--- src/sv/cnmf_pkg.sv ---
// ----------------------------------------------------------------------------
// Cross-neighbour minimum filter: shared package
// Character width, ranking constants, the issue-stage operation and the
// ranking functions used by the compare pipeline.
// ----------------------------------------------------------------------------
package cnmf_pkg;

  localparam int CHAR_W     = 7;
  localparam int CFG_DATA_W = 11;
  localparam int CFG_IDX_W  = 1;
  localparam int ROWS_W     = 11;
  localparam int COLS_W     = 6;

  localparam logic [CHAR_W-1:0] START_CHAR  = 7'd123;
  localparam logic [CHAR_W-1:0] UPPER_A     = 7'd65;
  localparam logic [CHAR_W-1:0] UPPER_Z     = 7'd90;
  localparam logic [CHAR_W-1:0] CASE_OFFSET = 7'd32;

  localparam logic [CFG_IDX_W-1:0] REG_ROWS_IN_USE = 1'b0;
  localparam logic [CFG_IDX_W-1:0] REG_COLS_IN_USE = 1'b1;

  typedef struct packed {
    logic              valid;
    logic              use_single;
    logic              use_ch;
    logic              use_hi;
    logic              use_lo;
    logic [CHAR_W-1:0] ch;
    logic              last;
    logic              frame_end;
  } op_t;

  function automatic logic [CHAR_W-1:0] fold_key(input logic [CHAR_W-1:0] ch);
    fold_key = (ch >= UPPER_A && ch <= UPPER_Z) ? ch + CASE_OFFSET : ch;
  endfunction

  function automatic logic [CHAR_W-1:0] pick(input logic [CHAR_W-1:0] best,
                                             input logic [CHAR_W-1:0] cand);
    logic [2*CHAR_W-1:0] kb;
    logic [2*CHAR_W-1:0] kc;
    kb = {fold_key(best), best};
    kc = {fold_key(cand), cand};
    pick = (kc < kb) ? cand : best;
  endfunction

endpackage

--- src/sv/cnmf_line_store.sv ---
// ----------------------------------------------------------------------------
// Cross-neighbour minimum filter: line store
// One row of characters with one write port and two registered read ports.
// ----------------------------------------------------------------------------
module cnmf_line_store #(
  parameter int DEPTH = 32,
  parameter int AW    = 5
) (
  input  logic                        clk,
  input  logic                        en,
  input  logic                        wr_en,
  input  logic [AW-1:0]               wr_addr,
  input  logic [cnmf_pkg::CHAR_W-1:0] wr_data,
  input  logic [AW-1:0]               rd_addr0,
  input  logic [AW-1:0]               rd_addr1,
  output logic [cnmf_pkg::CHAR_W-1:0] rd_data0,
  output logic [cnmf_pkg::CHAR_W-1:0] rd_data1
);

  logic [cnmf_pkg::CHAR_W-1:0] mem [DEPTH];

  always_ff @(posedge clk) begin
    if (wr_en) begin
      mem[wr_addr] <= wr_data;
    end
  end

  always_ff @(posedge clk) begin
    if (en) begin
      rd_data0 <= mem[rd_addr0];
      rd_data1 <= mem[rd_addr1];
    end
  end

endmodule

--- src/sv/cnmf_min_pipe.sv ---
// ----------------------------------------------------------------------------
// Cross-neighbour minimum filter: compare pipeline
// Two register stages: pairwise minima, then the final minimum in the
// output register.
// ----------------------------------------------------------------------------
module cnmf_min_pipe (
  input  logic                        clk,
  input  logic                        rst,
  input  logic                        en,
  input  cnmf_pkg::op_t               op,
  input  logic [cnmf_pkg::CHAR_W-1:0] single_data,
  input  logic [cnmf_pkg::CHAR_W-1:0] hi_data,
  input  logic [cnmf_pkg::CHAR_W-1:0] lo_data,
  output logic                        out_valid,
  output logic [cnmf_pkg::CHAR_W-1:0] min_char,
  output logic                        last_of_run,
  output logic                        frame_end
);

  logic [cnmf_pkg::CHAR_W-1:0] cand_single;
  logic [cnmf_pkg::CHAR_W-1:0] cand_ch;
  logic [cnmf_pkg::CHAR_W-1:0] cand_hi;
  logic [cnmf_pkg::CHAR_W-1:0] cand_lo;
  logic                        s2_valid;
  logic [cnmf_pkg::CHAR_W-1:0] s2_pair0;
  logic [cnmf_pkg::CHAR_W-1:0] s2_pair1;
  logic                        s2_last;
  logic                        s2_frame_end;

  assign cand_single = op.use_single ? single_data : cnmf_pkg::START_CHAR;
  assign cand_ch     = op.use_ch     ? op.ch       : cnmf_pkg::START_CHAR;
  assign cand_hi     = op.use_hi     ? hi_data     : cnmf_pkg::START_CHAR;
  assign cand_lo     = op.use_lo     ? lo_data     : cnmf_pkg::START_CHAR;

  always_ff @(posedge clk) begin
    if (rst) begin
      s2_valid  <= 1'b0;
      out_valid <= 1'b0;
    end else if (en) begin
      s2_valid  <= op.valid;
      out_valid <= s2_valid;
    end
  end

  always_ff @(posedge clk) begin
    if (en) begin
      s2_pair0     <= cnmf_pkg::pick(cand_single, cand_ch);
      s2_pair1     <= cnmf_pkg::pick(cand_hi, cand_lo);
      s2_last      <= op.last;
      s2_frame_end <= op.frame_end;
      min_char     <= cnmf_pkg::pick(s2_pair0, s2_pair1);
      last_of_run  <= s2_last;
      frame_end    <= s2_frame_end;
    end
  end

endmodule

--- src/sv/cross_neighbour_min_filter_core.sv ---
// ----------------------------------------------------------------------------
// Cross-neighbour minimum filter core
// Characters of a matrix enter on the in channel in raster order, one
// transfer per cycle when not stalled. For each cell the out channel gives the
// smallest of its four neighbours, ranked case-folded with upper case winning
// ties, or '{' when none ranks lower. Results for row r-1 leave as row r
// enters; the last character of a frame also flushes the final row, during
// which the in channel is stalled and one flush result per column is issued
// per cycle unless the out channel stalls. Each result passes through the
// issue, pairwise and output registers; the sustained rate is one cell per
// cycle when nothing stalls, set by the issue stage that reads both line
// stores when enabled. A stall on the out channel freezes the whole pipeline
// and stalls the in channel in the same cycle. Configuration writes restart
// the frame at the first cell; the user must make them only while the block
// is idle, which it does not enforce. Reset sets both sizes to one, clears
// positions and empties the pipeline; line stores are not cleared.
// ----------------------------------------------------------------------------
module cross_neighbour_min_filter_core #(
  parameter int MAX_COLS = 32,
  parameter int MAX_ROWS = 1024
) (
  input  logic                            clk,
  input  logic                            rst,
  input  logic                            cfg_wr_en,
  input  logic [cnmf_pkg::CFG_IDX_W-1:0]  cfg_index,
  input  logic [cnmf_pkg::CFG_DATA_W-1:0] cfg_data,
  input  logic                            in_valid,
  output logic                            in_stall,
  input  logic [cnmf_pkg::CHAR_W-1:0]     in_char,
  output logic                            out_valid,
  input  logic                            out_stall,
  output logic [cnmf_pkg::CHAR_W-1:0]     min_char,
  output logic                            last_of_run,
  output logic                            frame_end
);

  localparam int CW = (MAX_COLS > 1) ? $clog2(MAX_COLS) : 1;
  localparam int RW = (MAX_ROWS > 1) ? $clog2(MAX_ROWS) : 1;

  logic [RW-1:0] rows_last;
  logic [CW-1:0] cols_last;
  logic [RW-1:0] row_pos;
  logic [CW-1:0] col_pos;
  logic          flushing;
  logic [CW-1:0] flush_col;
  logic          flush_odd;
  logic          flush_has_prev;

  logic          en;
  logic          accept;
  logic          last_col;
  logic          last_row;
  logic          last_cell;

  logic [cnmf_pkg::ROWS_W-1:0] cfg_rows;
  logic [cnmf_pkg::COLS_W-1:0] cfg_cols;

  cnmf_pkg::op_t op_next;
  cnmf_pkg::op_t op;
  logic          pair_sel_next;
  logic          pair_sel;
  logic [CW-1:0] base_addr;
  logic [CW-1:0] hi_addr;
  logic [CW-1:0] lo_addr;

  logic [cnmf_pkg::CHAR_W-1:0] even_d0;
  logic [cnmf_pkg::CHAR_W-1:0] even_d1;
  logic [cnmf_pkg::CHAR_W-1:0] odd_d0;
  logic [cnmf_pkg::CHAR_W-1:0] odd_d1;
  logic [cnmf_pkg::CHAR_W-1:0] single_data;
  logic [cnmf_pkg::CHAR_W-1:0] hi_data;
  logic [cnmf_pkg::CHAR_W-1:0] lo_data;

  assign en        = !(out_valid && out_stall);
  assign in_stall  = flushing || !en;
  assign accept    = in_valid && !in_stall;
  assign last_col  = (col_pos == cols_last);
  assign last_row  = (row_pos == rows_last);
  assign last_cell = last_col && last_row;

  assign cfg_rows = cfg_data[cnmf_pkg::ROWS_W-1:0];
  assign cfg_cols = cfg_data[cnmf_pkg::COLS_W-1:0];

  always_ff @(posedge clk) begin
    if (rst) begin
      rows_last      <= '0;
      cols_last      <= '0;
      row_pos        <= '0;
      col_pos        <= '0;
      flushing       <= 1'b0;
      flush_col      <= '0;
      flush_odd      <= 1'b0;
      flush_has_prev <= 1'b0;
      op             <= '0;
      pair_sel       <= 1'b0;
    end else begin
      if (cfg_wr_en) begin
        unique case (cfg_index)
          cnmf_pkg::REG_ROWS_IN_USE: begin
            if (cfg_rows == '0) begin
              rows_last <= '0;
            end else if (32'(cfg_rows) > MAX_ROWS) begin
              rows_last <= RW'(MAX_ROWS - 1);
            end else begin
              rows_last <= RW'(cfg_rows - 1'b1);
            end
          end
          cnmf_pkg::REG_COLS_IN_USE: begin
            if (cfg_cols == '0) begin
              cols_last <= '0;
            end else if (32'(cfg_cols) > MAX_COLS) begin
              cols_last <= CW'(MAX_COLS - 1);
            end else begin
              cols_last <= CW'(cfg_cols - 1'b1);
            end
          end
          default: begin
          end
        endcase
        row_pos <= '0;
        col_pos <= '0;
      end else if (accept) begin
        if (last_cell) begin
          row_pos        <= '0;
          col_pos        <= '0;
          flushing       <= 1'b1;
          flush_col      <= '0;
          flush_odd      <= row_pos[0];
          flush_has_prev <= (row_pos != '0);
        end else if (last_col) begin
          row_pos <= row_pos + RW'(1);
          col_pos <= '0;
        end else begin
          col_pos <= col_pos + CW'(1);
        end
      end else if (flushing && en) begin
        flush_col <= flush_col + CW'(1);
        if (flush_col == cols_last) begin
          flushing <= 1'b0;
        end
      end
      if (en) begin
        op       <= op_next;
        pair_sel <= pair_sel_next;
      end
    end
  end

  // The pair store, which holds the row being reported, supplies right and left
  // neighbours, the single store the one above; their roles swap row by row.
  always_comb begin
    op_next       = '0;
    pair_sel_next = 1'b0;
    base_addr     = col_pos;
    if (flushing) begin
      base_addr          = flush_col;
      op_next.valid      = 1'b1;
      op_next.use_single = flush_has_prev;
      op_next.use_hi     = (flush_col != cols_last);
      op_next.use_lo     = (flush_col != '0);
      op_next.last       = (flush_col == cols_last);
      op_next.frame_end  = (flush_col == cols_last);
      pair_sel_next      = flush_odd;
    end else if (accept && row_pos != '0) begin
      op_next.valid      = 1'b1;
      op_next.use_single = (row_pos != RW'(1));
      op_next.use_ch     = 1'b1;
      op_next.ch         = in_char;
      op_next.use_hi     = !last_col;
      op_next.use_lo     = (col_pos != '0);
      op_next.last       = !last_cell;
      pair_sel_next      = ~row_pos[0];
    end
  end

  assign hi_addr = base_addr + CW'(1);
  assign lo_addr = base_addr - CW'(1);

  cnmf_line_store #(
    .DEPTH (MAX_COLS),
    .AW    (CW)
  ) u_middle_store (
    .clk      (clk),
    .en       (en),
    .wr_en    (accept && !row_pos[0]),
    .wr_addr  (col_pos),
    .wr_data  (in_char),
    .rd_addr0 (pair_sel_next ? base_addr : hi_addr),
    .rd_addr1 (lo_addr),
    .rd_data0 (even_d0),
    .rd_data1 (even_d1)
  );

  cnmf_line_store #(
    .DEPTH (MAX_COLS),
    .AW    (CW)
  ) u_outer_store (
    .clk      (clk),
    .en       (en),
    .wr_en    (accept && row_pos[0]),
    .wr_addr  (col_pos),
    .wr_data  (in_char),
    .rd_addr0 (pair_sel_next ? hi_addr : base_addr),
    .rd_addr1 (lo_addr),
    .rd_data0 (odd_d0),
    .rd_data1 (odd_d1)
  );

  assign single_data = pair_sel ? even_d0 : odd_d0;
  assign hi_data     = pair_sel ? odd_d0  : even_d0;
  assign lo_data     = pair_sel ? odd_d1  : even_d1;

  cnmf_min_pipe u_min_pipe (
    .clk         (clk),
    .rst         (rst),
    .en          (en),
    .op          (op),
    .single_data (single_data),
    .hi_data     (hi_data),
    .lo_data     (lo_data),
    .out_valid   (out_valid),
    .min_char    (min_char),
    .last_of_run (last_of_run),
    .frame_end   (frame_end)
  );

endmodule

--- config.mk ---
export PLATFORM = sky130hd
export DESIGN_NAME = cross_neighbour_min_filter_core
export DESIGN_NICKNAME = d
export VERILOG_FILES = /design/src/sv/cnmf_pkg.sv /design/src/sv/cnmf_line_store.sv /design/src/sv/cnmf_min_pipe.sv /design/src/sv/cross_neighbour_min_filter_core.sv
export SDC_FILE = /design/constraint.sdc
export NUM_CORES = 1
export LEC_CHECK = 0
export BUFFER_PORTS_ARGS = -buffer_cell sky130_fd_sc_hd__buf_4
export CAP_MARGIN = 20
export CELL_PAD_IN_SITES_DETAIL_PLACEMENT = 1
export CELL_PAD_IN_SITES_GLOBAL_PLACEMENT = 2
export CORE_AREA = 2 2 216 303
export DETAILED_ROUTE_END_ITERATION = 8
export DIE_AREA = 0 0 218 305
export PLACE_DENSITY = 0.75
export SLEW_MARGIN = 20
export SYNTH_ARGS = -nofsm -noshare
export SYNTH_HDL_FRONTEND = slang
export SYNTH_HIERARCHICAL = 1
export SYNTH_SLANG_ARGS = --single-unit
--- constraint.sdc ---
create_clock -name clk -period 8.7 [get_ports clk]
set_clock_uncertainty 0.05 [all_clocks]
set_input_delay 1.74 -clock clk [delete_from_list [all_inputs] [get_ports clk]]
set_output_delay 1.74 -clock clk [all_outputs]
set_load 0.02 [all_outputs]
==> results.py <==
metrics = {
    "yosys": {
        "synth_edf_count": 501,
        "synth_area_per_cell_um2": 17.0,
        "synth_area_leader_cell": "edfxtp_1",
        "yosys.cell_count.top_type": "edfxtp_1",
        "ys_top_cells_by_area": "edfxtp_1 (54%), mux4_2 (23%), dfxtp_1 (4.0%)",
        "seq_area_frac_synth": 0.581,
        "yosys_most_used_dff": "edfxtp_1",
        "synth.yosys.warnings": 6,
        "postSynth.asyncResetShare": 0,
        "yosys.cell_types.count": 73,
        "number_of_register_bits_inferred_by_synthesis": 556,
        "postSynthCellCount": 1639,
        "synth.net_count": 1713,
        "synth.cells.most_frequent": "edfxtp_1 (501), mux4_2 (280), nor2_1 (115), mux2_2 (57), dfxtp_1 (55)",
        "netlist_area_um2": 27800,
        "synth_top_area_frac": 0.541,
    },
    "worst_hold_path": {
        "worstHoldPathType": "flop to flop",
    },
    "grt": {
        "grt_use_met1": 0.267,
        "number_of_antenna_violations_at_the_first_check_in_global_routing": 2,
        "grt_pass1_wl_mm": 110,
        "met2_usage": 0.395,
        "via_count_of_the_first_global_routing_pass": 17100,
        "gr-total-overflow": 0,
        "grt.total_usage": 0.221,
        "met3_usage": 0.0292,
        "grt_max_usage_layer": "met2",
        "grt_start_max_net_pins": 66,
    },
    "setup_path": {
        "r2r_start": "row_pos[7]",
        "worstSetupStartpoint": "out_stall",
        "crit_start_category": "input port",
        "crit_end": "u_middle_store/rd_data0[3]",
        "critPathArrivalTime_ns": 5.71,
        "required_ns": 8.99,
        "timing.reg2reg.setup_slack_ns": 3.77,
        "critical_path.endpoint_type": "flop",
        "r2r.worst_path.cells": 9,
        "crit_path_max_fanout": 38,
        "setup.worst_path.class": "input port to flop",
        "rr_endpoint": "u_middle_store/rd_data0[3]",
    },
    "cells_and_area": {
        "insertedDiodeCount": 0,
        "areaGrowthSynthToFinish_pct": 10.2,
        "utilization": 0.480,
        "final_layout_size_suffix_gt1_frac": 0.303,
        "nNetsFinal": 1728,
        "final_cell_area_um2": 30600,
        "final-instance-count-excl-fill": 2537,
        "n_fill_cell": 6003,
    },
    "timing": {
        "layout_worst_path_cycle_share": 0.623,
        "final_report_setup_violation_count": 0,
        "whs_ns": 0.370,
        "slew_headroom": 0.295,
        "worst-slew-pin-transition_ns": 1.06,
        "rsz_0062_raised_after_global_routing": "no",
        "final_hold_viol_count": 0,
        "fin_crit_ns": 5.42,
        "top_achievable_clock_speed_mhz": 184,
        "timing_max_transition_violations_final": 0,
        "fin_ws_ns": 3.28,
        "finalSetupTns_ns": 0,
    },
    "routing": {
        "via_count": 15600,
        "average_via_count_per_standard_cell": 6.15,
        "post_drt_wl_per_cell_um": 28.1,
        "ant_nets": 0,
        "drc_errors": 0,
        "dr.first_iter.drc_count": 1298,
        "firstDrtPassIters": 5,
        "drt_wl_total_mm": 71.3,
    },
    "place": {
        "post-place-cells": 2440,
        "pre_cts_ws_ns": 2.61,
        "gp_congestion": 0.796,
        "io_buffer_count": 34,
        "placedInstanceArea_um2": 28900,
        "dp.final_hpwl_mm": 49.0,
    },
    "clock_tree": {
        "tritoncts": "built",
        "clkSlewWorstSetupHoldPaths_ns": 0.06,
        "holdBufCountCts": 0,
        "clock_insertion_delay_at_the_later_pin_of_the_skew_report_ns": 0.62,
        "cts_htree_levels": 2,
        "tritoncts_num_sinks": 556,
        "root_buffer": "clkbuf_16",
        "cts_repair_resize_count": 0,
        "number_of_setup_buffers_added_after_cts": 0,
        "cts_max_path_buffers": 3,
        "cts_inserted_buffers": 52,
    },
    "power_and_ir_drop": {
        "power_density_relative_to_cell_area_nw_per_um2": 193,
        "largest_vdd_supply_drop_v": 0.000144,
        "total_power_mw": 5.91,
        "leakagePower_nw": 9.93,
    },
    "floorplanning": {
        "initial_utilization": 0.435,
        "design.core.area_um2": 63900,
        "io_pins": 35,
        "design.die.area_um2": 66500,
        "die_height_um": 305,
        "chipWidth_um": 218,
        "rows": 110,
    },
    "run": {
        "cap_viol_max_count": 0,
    },
    "run_status": {
        "outcome": "complete, no violations",
    },
}
## logic make-up (layout without fill, tap and decap cells)
group / Yosys count / in the layout / synth area share
AO/OA/AOI/OAI: 152 / 152 / 0.0351
XOR/XNOR: 51 / 51 / 0.0161
adder cells (fa/ha/maj): 53 / 53 / 0.0236
buffers and inverters: 146 / 204 / 0.0261
flip-flops: 556 / 556 / 0.581
multiplexers: 367 / 367 / 0.261
AND/OR/NAND/NOR: 314 / 314 / 0.0580
## layout by cell type (no fill, tap or decap), types with 14 or more instances in the layout
cell type	netlist	layout
nand3_1	19	19
buf_4	2	58
nor3_1	16	16
dfxtp_1	55	55
nor2b_1	21	21
nor4_1	17	17
mux4_2	280	280
a21oi_1	44	42
xnor2_1	32	28
clkbuf_16	0	52
nand2_1	49	49
edfxtp_1	501	501
o21ai_0	37	37
xor2_1	19	16
mux2_2	57	57
nor2_1	115	115
nand3b_1	14	14
inv_1	47	45
mux2i_1	30	29
ha_1	50	50
## registers in the layout, summed over array words and instances, names as in the netlist, 7 cells and up
name and flops:
u_middle_store/mem 224, u_outer_store/mem 224, op 14, row_pos 10, rows_last 10, u_middle_store/rd_data0 7, u_middle_store/rd_data1 7, u_min_pipe/min_char 7
u_min_pipe/s2_pair0 7, u_min_pipe/s2_pair1 7, u_outer_store/rd_data0 7, u_outer_store/rd_data1 7
## worst min path at each step
| stage | startpoint | end | slack, ns | depth (start not counted) |
|---|---|---|---|---|
| final | u_min_pipe/s2_frame_end | u_min_pipe/frame_end | 0.37 | 0 |
| after global routing | op[1] | u_min_pipe/s2_last | 0.39 | 0 |
| after CTS | u_min_pipe/s2_frame_end | u_min_pipe/frame_end | 0.37 | 0 |
| after detailed placement | u_min_pipe/s2_frame_end | u_min_pipe/frame_end | 0.36 | 0 |
| after global placement | op[0] | u_min_pipe/s2_frame_end | 0.36 | 0 |
| after floorplan | u_min_pipe/s2_frame_end | u_min_pipe/frame_end | 0.35 | 0 |
## layer usage
layer	wire [um]	vias up
met5	13	-
met4	2950	2
met3	2920	145
met2	38100	423
met1	27300	8302
li1	-	6741
## final cells by class
class                           count  area [um^2]  share of cell area
Sequential cell                   556        16100               0.527
Inverter                           49          189             0.00617
Clock buffer                       65         1390              0.0454
Clock inverter                     32          383              0.0125
Tap cell                          840         1050              0.0343
Multi-Input combinational cell    937        11000               0.361
Timing Repair Buffer               58          435              0.0142
## power by group
group	switching [mW]	leakage, nW	internal [mW]
logic	0.295	4.07	0.258
registers	0.0306	5.00	2.94
clock network	1.01	0.856	1.37
## critical path, cell delays in order
cell and delay [ns]:
buf_4 0.12, a21oi_2 0.29, nand2_1 0.34, o31a_1 0.48, xnor2_2 0.16, buf_4 0.65, buf_4 0.51, mux4_2 0.56
mux4_2 0.51, mux2_2 0.28
(Power assumes the default switching activity.)
